===== src/rtl/core/osar_pkg.sv =====
package osar_pkg;

  // table geometry
  localparam int ROWS    = 64;
  localparam int COORD_W = 10;
  localparam int CNT_W   = $clog2(ROWS + 1);

  // stream word widths
  localparam int IN_DATA_W  = 56;
  localparam int OUT_DATA_W = 24;

  typedef logic [COORD_W-1:0] coord_t;
  typedef logic [CNT_W-1:0]   cnt_t;

  typedef enum logic [1:0] {
    ST_OK     = 2'd0,
    ST_DUP    = 2'd1,
    ST_ABSENT = 2'd2,
    ST_FULL   = 2'd3
  } status_t;

  typedef enum logic [1:0] {
    S_IDLE,
    S_UPD,
    S_SCAN,
    S_MISS
  } state_t;

  // one sweep event
  typedef struct packed {
    coord_t seg_end_y;
    coord_t seg_end_x;
    coord_t seg_start_y;
    coord_t seg_start_x;
    coord_t event_x;
  } item_t;

  // one result word
  typedef struct packed {
    logic    hit_valid;
    coord_t  hit_x;
    coord_t  hit_y;
    status_t status;
    logic    last;
  } result_t;

  // controller -> datapath
  typedef struct packed {
    logic load;      // capture event and latch compare vectors
    logic apply;     // commit insert or remove
    logic rotate;    // rotate active slots by one during a query
    logic emit;      // load output register
    logic emit_hit;  // output word carries the head slot as a hit
  } rows_cmd_t;

  // datapath -> controller
  typedef struct packed {
    logic in_vert;    // incoming event is vertical
    logic cnt_zero;   // no active rows
    logic head_hit;   // head slot lies in the query range
    logic scan_end;   // head slot is the last active slot
    logic hit_seen;   // query has emitted at least one hit
  } rows_sts_t;

endpackage


===== src/rtl/core/osar_ctrl.sv =====
module osar_ctrl (
  input  logic                clk,
  input  logic                rst,
  input  logic                in_valid,
  output logic                in_ready,
  input  logic                out_free,
  input  osar_pkg::rows_sts_t sts,
  output osar_pkg::rows_cmd_t cmd
);

  osar_pkg::state_t state, state_next;

  // state register
  always_ff @(posedge clk) begin
    if (rst) begin
      state <= osar_pkg::S_IDLE;
    end else begin
      state <= state_next;
    end
  end

  // next state and commands
  always_comb begin
    state_next = state;
    cmd        = '0;
    in_ready   = 1'b0;
    unique case (state)
      osar_pkg::S_IDLE: begin
        in_ready = 1'b1;
        if (in_valid) begin
          cmd.load = 1'b1;
          if (!sts.in_vert) begin
            state_next = osar_pkg::S_UPD;
          end else if (sts.cnt_zero) begin
            state_next = osar_pkg::S_MISS;
          end else begin
            state_next = osar_pkg::S_SCAN;
          end
        end
      end
      osar_pkg::S_UPD: begin
        if (out_free) begin
          cmd.emit   = 1'b1;
          cmd.apply  = 1'b1;
          state_next = osar_pkg::S_IDLE;
        end
      end
      osar_pkg::S_SCAN: begin
        // a hit waits for a free output slot, a miss just rotates past
        if (!sts.head_hit || out_free) begin
          cmd.rotate   = 1'b1;
          cmd.emit     = sts.head_hit;
          cmd.emit_hit = sts.head_hit;
          if (sts.scan_end) begin
            state_next = (sts.hit_seen || sts.head_hit) ? osar_pkg::S_IDLE
                                                        : osar_pkg::S_MISS;
          end
        end
      end
      osar_pkg::S_MISS: begin
        if (out_free) begin
          cmd.emit   = 1'b1;
          state_next = osar_pkg::S_IDLE;
        end
      end
      default: begin
        state_next = osar_pkg::S_IDLE;
      end
    endcase
  end

endmodule


===== src/rtl/core/osar_rows.sv =====
module osar_rows (
  input  logic                clk,
  input  logic                rst,
  input  osar_pkg::item_t     item,
  input  osar_pkg::rows_cmd_t cmd,
  output osar_pkg::rows_sts_t sts,
  output osar_pkg::result_t   res
);

  localparam int ROWS  = osar_pkg::ROWS;
  localparam int CNT_W = osar_pkg::CNT_W;

  osar_pkg::coord_t keys [ROWS];
  osar_pkg::cnt_t   count;
  osar_pkg::cnt_t   idx;
  logic             hit_seen;

  // captured event
  osar_pkg::coord_t ex, key_y, lo, hi;
  logic             vert, ins;

  // per-slot compares against the incoming key, latched at load
  logic [ROWS-1:0] lt_cmp, eq_cmp;
  logic [ROWS-1:0] lt_r;
  logic            found;

  logic             apply_ok, shift_ins, shift_rem;
  osar_pkg::status_t upd_st;

  // event capture
  always_ff @(posedge clk) begin
    if (cmd.load) begin
      ex    <= item.event_x;
      key_y <= item.seg_start_y;
      vert  <= (item.seg_start_x == item.seg_end_x);
      ins   <= (item.event_x == item.seg_start_x);
      lo    <= (item.seg_start_y < item.seg_end_y) ? item.seg_start_y : item.seg_end_y;
      hi    <= (item.seg_start_y < item.seg_end_y) ? item.seg_end_y : item.seg_start_y;
      lt_r  <= lt_cmp;
      found <= |eq_cmp;
    end
  end

  // status of an insert or remove; ok for a vertical event
  always_comb begin
    if (vert) begin
      upd_st = osar_pkg::ST_OK;
    end else if (ins) begin
      if (found) begin
        upd_st = osar_pkg::ST_DUP;
      end else if (count == CNT_W'(ROWS)) begin
        upd_st = osar_pkg::ST_FULL;
      end else begin
        upd_st = osar_pkg::ST_OK;
      end
    end else begin
      upd_st = found ? osar_pkg::ST_OK : osar_pkg::ST_ABSENT;
    end
  end

  assign apply_ok  = cmd.apply && !vert && (upd_st == osar_pkg::ST_OK);
  assign shift_ins = apply_ok && ins;
  assign shift_rem = apply_ok && !ins;

  // row of slot cells: compare, shift open, shift closed, rotate
  for (genvar i = 0; i < ROWS; i++) begin : g_cell
    osar_pkg::coord_t prev_key, next_key;
    logic             prev_lt;
    logic             active;

    if (i == 0) begin : g_first
      assign prev_key = key_y;
      assign prev_lt  = 1'b1;
    end else begin : g_mid
      assign prev_key = keys[i-1];
      assign prev_lt  = lt_r[i-1];
    end

    if (i == ROWS - 1) begin : g_last
      assign next_key = keys[i];
    end else begin : g_inner
      assign next_key = keys[i+1];
    end

    assign active    = (CNT_W'(i) < count);
    assign lt_cmp[i] = active && (keys[i] < item.seg_start_y);
    assign eq_cmp[i] = active && (keys[i] == item.seg_start_y);

    always_ff @(posedge clk) begin
      if (shift_ins && !lt_r[i]) begin
        keys[i] <= prev_lt ? key_y : prev_key;
      end else if (shift_rem && !lt_r[i]) begin
        keys[i] <= next_key;
      end else if (cmd.rotate) begin
        keys[i] <= (CNT_W'(i) == count - 1'b1) ? keys[0] : next_key;
      end
    end
  end

  // active row count and scan position
  always_ff @(posedge clk) begin
    if (rst) begin
      count    <= '0;
      idx      <= '0;
      hit_seen <= 1'b0;
    end else begin
      if (shift_ins) begin
        count <= count + 1'b1;
      end else if (shift_rem) begin
        count <= count - 1'b1;
      end
      if (cmd.load) begin
        idx      <= '0;
        hit_seen <= 1'b0;
      end else if (cmd.rotate) begin
        idx      <= idx + 1'b1;
        hit_seen <= hit_seen | cmd.emit_hit;
      end
    end
  end

  assign sts.in_vert  = (item.seg_start_x == item.seg_end_x);
  assign sts.cnt_zero = (count == '0);
  assign sts.head_hit = (keys[0] >= lo) && (keys[0] <= hi);
  assign sts.scan_end = (idx == count - 1'b1);
  assign sts.hit_seen = hit_seen;

  // result word
  always_comb begin
    if (cmd.emit_hit) begin
      res.hit_valid = 1'b1;
      res.hit_x     = ex;
      res.hit_y     = keys[0];
      res.status    = osar_pkg::ST_OK;
      res.last      = sts.scan_end || (keys[1] > hi);
    end else begin
      res.hit_valid = 1'b0;
      res.hit_x     = '0;
      res.hit_y     = '0;
      res.status    = upd_st;
      res.last      = 1'b1;
    end
  end

endmodule


===== src/rtl/core/orthogonal_sweep_active_rows.sv =====
// Active-row table for an orthogonal segment intersection sweep.
//
// s_axis carries one sweep event per word, sorted by x. m_axis returns the
// results: one word per intersection for a vertical event, else one status
// word. tlast marks the final word caused by an event.
//
// Sequence: an insert or remove is a capture with a parallel compare of
// all slots, then one shift of the sorted table. A vertical query captures
// the event, then the active slots rotate past the head cell one per cycle
// while no hit waits for a stalled output, so one hit leaves per cycle; a
// query with no hit then emits a status word. A query on an empty table
// emits only its status word after the capture. The first result word
// passes the capture registers and then the output register.
//
// Reset empties the table and drops any pending output word. A stalled
// receiver holds the output register; the block waits with it whenever it
// has a word to emit, and takes no new event until the current one has
// moved all its words into the output register.
module orthogonal_sweep_active_rows (
  input  logic                               clk,
  input  logic                               rst,
  input  logic                               s_axis_tvalid,
  output logic                               s_axis_tready,
  // event_x, seg_start_x, seg_start_y, seg_end_x, seg_end_y, zero pad
  input  logic [osar_pkg::IN_DATA_W-1:0]     s_axis_tdata,
  output logic                               m_axis_tvalid,
  input  logic                               m_axis_tready,
  // hit_x, hit_y, status, zero pad
  output logic [osar_pkg::OUT_DATA_W-1:0]    m_axis_tdata,
  // hit_valid
  output logic [0:0]                         m_axis_tuser,
  output logic                               m_axis_tlast
);

  localparam int CW = osar_pkg::COORD_W;

  osar_pkg::item_t     item;
  osar_pkg::rows_cmd_t cmd;
  osar_pkg::rows_sts_t sts;
  osar_pkg::result_t   res;
  osar_pkg::result_t   out_word;
  logic                out_free;

  // unpack input word
  assign item.event_x     = s_axis_tdata[CW-1:0];
  assign item.seg_start_x = s_axis_tdata[2*CW-1:CW];
  assign item.seg_start_y = s_axis_tdata[3*CW-1:2*CW];
  assign item.seg_end_x   = s_axis_tdata[4*CW-1:3*CW];
  assign item.seg_end_y   = s_axis_tdata[5*CW-1:4*CW];

  assign out_free = !m_axis_tvalid || m_axis_tready;

  osar_ctrl u_ctrl (
    .clk      (clk),
    .rst      (rst),
    .in_valid (s_axis_tvalid),
    .in_ready (s_axis_tready),
    .out_free (out_free),
    .sts      (sts),
    .cmd      (cmd)
  );

  osar_rows u_rows (
    .clk  (clk),
    .rst  (rst),
    .item (item),
    .cmd  (cmd),
    .sts  (sts),
    .res  (res)
  );

  // output register
  always_ff @(posedge clk) begin
    if (rst) begin
      m_axis_tvalid <= 1'b0;
    end else if (cmd.emit) begin
      m_axis_tvalid <= 1'b1;
    end else if (m_axis_tready) begin
      m_axis_tvalid <= 1'b0;
    end
  end

  always_ff @(posedge clk) begin
    if (cmd.emit) begin
      out_word <= res;
    end
  end

  // pack output word
  assign m_axis_tdata = {2'b00, out_word.status, out_word.hit_y, out_word.hit_x};
  assign m_axis_tuser = out_word.hit_valid;
  assign m_axis_tlast = out_word.last;

endmodule


===== config.mk =====
export PLATFORM = sky130hd
export DESIGN_NAME = orthogonal_sweep_active_rows
export DESIGN_NICKNAME = d
export VERILOG_FILES = /design/src/rtl/core/osar_pkg.sv /design/src/rtl/core/osar_ctrl.sv /design/src/rtl/core/osar_rows.sv /design/src/rtl/core/orthogonal_sweep_active_rows.sv
export SDC_FILE = /design/constraint.sdc
export NUM_CORES = 2
export LEC_CHECK = 0
export BUFFER_PORTS_ARGS = -buffer_cell sky130_fd_sc_hd__buf_2
export CORE_ASPECT_RATIO = 0.8
export CORE_MARGIN = 10
export CORE_UTILIZATION = 40
export DETAILED_ROUTE_END_ITERATION = 8
export GPL_ROUTABILITY_DRIVEN = 0
export PLACE_DENSITY = 0.64
export SYNTH_ARGS = -nofsm -noshare
export SYNTH_HDL_FRONTEND = slang
export SYNTH_SLANG_ARGS = --single-unit

===== constraint.sdc =====
create_clock -name clk -period 13.89 [get_ports clk]
set_input_delay 0 -clock clk [delete_from_list [all_inputs] [get_ports clk]]
set_output_delay 0 -clock clk [all_outputs]
set_load 0.1 [all_outputs]

==> impl_results.md <==
- Status: finished, violations left
- Failing checks: design-rule violations, max-capacitance violations, max-slew violations
- Pin count of the biggest net entering global routing: 108
- Clock buffer depth: 3
- Final worst slack: 7260 ps
- FFs w/ async S/R, synth: 0
- Netlist cell types: 85
- Dominant synthesized flop cell: edfxtp_1
- Register bit total from synthesis: 789
- Clock latency on the worst-skew pair: 740 ps
- Antenna Violating Nets Remaining: 0
- Htree depth: 3
- Reg area: 23500 sq um
- Ys Warns: 0
- Minimum clock period: 6630 ps
- Layout area overhead: 9.57%
- Fin. Hold Viols: 0
- Commonest non-fill, non-tap cell in the layout: edfxtp_1
- Global route overflow: 0
- CP startpoint kind: flip-flop
- TritonRoute pass-1 iters: 7
- Hold Path Class: in2reg
- Core area: 155000 sq um
- Die H: 373 um
- Clock tree sinks: 789
- Critical path's largest stage delay: 890 ps
- Vias in the first global route: 52300
- Tot Pwr: 0.00976 W
- Cells after Synth: 5980
- Initial Utilization: 0.403
- Drt first-iter violations: 9169
- CP Capture Type: flip-flop
- Reg clk slew, reported paths: 60 ps
- Final Util: 0.442
- Post-Route WL: 254 mm
- Clk root buf: clkbuf_16
- Crit path DAT: 7220 ps
- Share of cells above drive strength 1: 0.213
- Total CTS buffers: 89
- Setup Skew: 37.2 ps
- # IOs: 88
- Required time of the critical path: 14480 ps
- Hold_buf cts: 48
- Largest delay share family, worst path: buffers and inverters
- Resized cells post-CTS: 0
- Register area share after synthesis: 0.377
- Fmax: 0.151 GHz
- Area of the die: 172000 sq um
- Crit-path max FO: 71
- Crit Reg-Reg Startpoint: u_rows.keys[0][4]
- Commonest non-fill, non-tap cells in the layout: 771 x edfxtp_1, 686 x ha_1, 460 x o221a_2
- MaxCap Viol Count: 2
- CP max stage cell: o21ai_4
- Nets: 6657
- Unrepaired setup endpoints after global routing: no
- First-pass GRT wire length: 363 mm
- Fillcell total: 14300
- Max Slew Vio Count: 6
- # rows: 129
- Synthesized area per cell: 10.4 sq um
- Power Dens Cells: 143 nW/um^2
- Minimum setup slack after placement: 7530 ps
- Most used cell, CP: buf_4
- GRT Overall Usage: 0.279
- CP Cell Sequence: buf_4 -> ha_1 -> nand4_1 -> a211oi_2 -> a2111oi_2 -> o22ai_4 -> o21ai_4 -> buf_4 -> buf_4 -> mux2i_1 -> o221a_2
- Slew headroom: -0.0722
- Critical path class: reg2reg
- DRC viols: 3
- Worst Max-Slew Pin Slew: 1610 ps
- CP startpoint: u_rows.keys[0][4]
- Peak VDD IR: 107 uV
- DR WL/cell: 31.7 um
- Post-CTS setup buffers: 0
- Setup violations, final: 0
- Vias/cell: 6.97
- Hold path startpoint: s_axis_tdata[0]
- EDFF count, synth: 771
- Buf/Inv on CP: 3
- Via Count: 55900
- Die Wd: 462 um
- Tcrit/Tclk final: 0.477
- Lkg Pwr: 26.3 nW
- CTS tree: yes
- Synthesized cell area: 62400 sq um
- Final TNS setup: 0 ps
- Final HPWL from detailed placement: 169 mm
- I/O Buffers: 79
- Area of the multi-input gates: 36100 sq um
- Initial antenna violation count: 12
==> stage by stage <==
stage / std cells / area [sq um] / hold slack, ps
CTS: 8003 / 68400 / 2.99
global route: 8005 / 68400 / 33.9
floorplan: 5981 / 62400 / 98.9
detailed placement: 7801 / 65100 / 207
finish: 8013 / 68400 / 23.2
global placement: 7801 / 65100 / 207
==> per-layer routing <==
layer / vias to the layer above / global-route usage / share of wire
met1: 27200 / 0.392 / 0.40
li1: 23600 / - / -
met5: - / 0.00391 / 0.00055
met4: 12 / 0.120 / 0.051
met3: 838 / 0.105 / 0.16
met2: 4220 / 0.379 / 0.39
==> final timing paths <==
check                            end  slack [ps]  cells after the start
hold / removal          u_rows.ex[0]          20                      2
setup / recovery  u_rows.keys[0][19]        7260                     11
setup reg to reg  u_rows.keys[0][19]        7260                     11
hold reg to reg      u_rows.hit_seen         490                      2
==> where the power goes <==
| part | total [W] | switching, W | leakage [nW] | internal [W] |
|---|---|---|---|---|
| Clock | 0.00240 | 0.00109 | 1.35 | 0.00131 |
| Sequential | 0.00379 | 0.000514 | 7.31 | 0.00328 |
| Combinational | 0.00356 | 0.00208 | 17.6 | 0.00148 |
| Total | 0.00976 | 0.00369 | 26.3 | 0.00607 |
==> area by class of cell <==
cell class                      count  share of cell area
Sequential cell                   789               0.344
Antenna cell                        9            0.000329
Clock inverter                     51             0.00573
Tap cell                         2030              0.0371
Inverter                          257              0.0144
Multi-Input combinational cell   4444               0.528
Timing Repair Buffer              330              0.0367
Clock buffer                      103              0.0343
==> cells in the mapped netlist (33+ instances only) <==
master / number / area share
buf_2: 39 / 0.0031
and2_1: 35 / 0.0035
a21o_1: 117 / 0.014
o211ai_1: 56 / 0.0067
o21a_1: 74 / 0.0089
mux2i_1: 141 / 0.023
mux2_2: 302 / 0.054
a2111oi_0: 97 / 0.014
nor3_1: 115 / 0.0092
nor2b_1: 157 / 0.016
clkbuf_1: 417 / 0.025
a21oi_1: 162 / 0.013
nor2_1: 275 / 0.017
nand2_1: 279 / 0.017
or3_1: 348 / 0.035
ha_1: 686 / 0.14
inv_1: 256 / 0.015
o21ai_0: 342 / 0.027
nand4_1: 161 / 0.016
o221a_2: 460 / 0.083
a211oi_1: 120 / 0.014
o21ai_2: 33 / 0.0046
nand2b_1: 36 / 0.0036
edfxtp_1: 771 / 0.37
nand3_1: 76 / 0.0061
==> logic make-up (layout without fill, tap and decap cells) <==
| logic type | after synthesis | after routing | synth area share |
|---|---|---|---|
| compound gates | 1706 | 1706 | 0.222 |
| other cells | 1 | 11 | 0.0000601 |
| mux | 443 | 443 | 0.0771 |
| fa+ha+maj | 686 | 686 | 0.138 |
| simple gates | 1568 | 1568 | 0.134 |
| xor+xnor | 39 | 39 | 0.00547 |
| flops | 789 | 789 | 0.377 |
| buf+inv | 748 | 741 | 0.0472 |
==> flip-flops by register name (all words and copies together), names as in the netlist <==
signal,count
u_ctrl.state,2
u_rows.hit_seen,1
u_rows.vert,1
u_rows.found,1
m_axis_tdata,22
m_axis_tvalid,1
u_rows.lo,10
u_rows.hi,10
u_rows.keys,640
m_axis_tlast,1
u_rows.idx,7
u_rows.count,7
u_rows.ex,10
u_rows.lt_r,64
m_axis_tuser,1
u_rows.ins,1
u_rows.g_cell.prev_key,10
No activity file was read; power rests on OpenSTA's default activity.
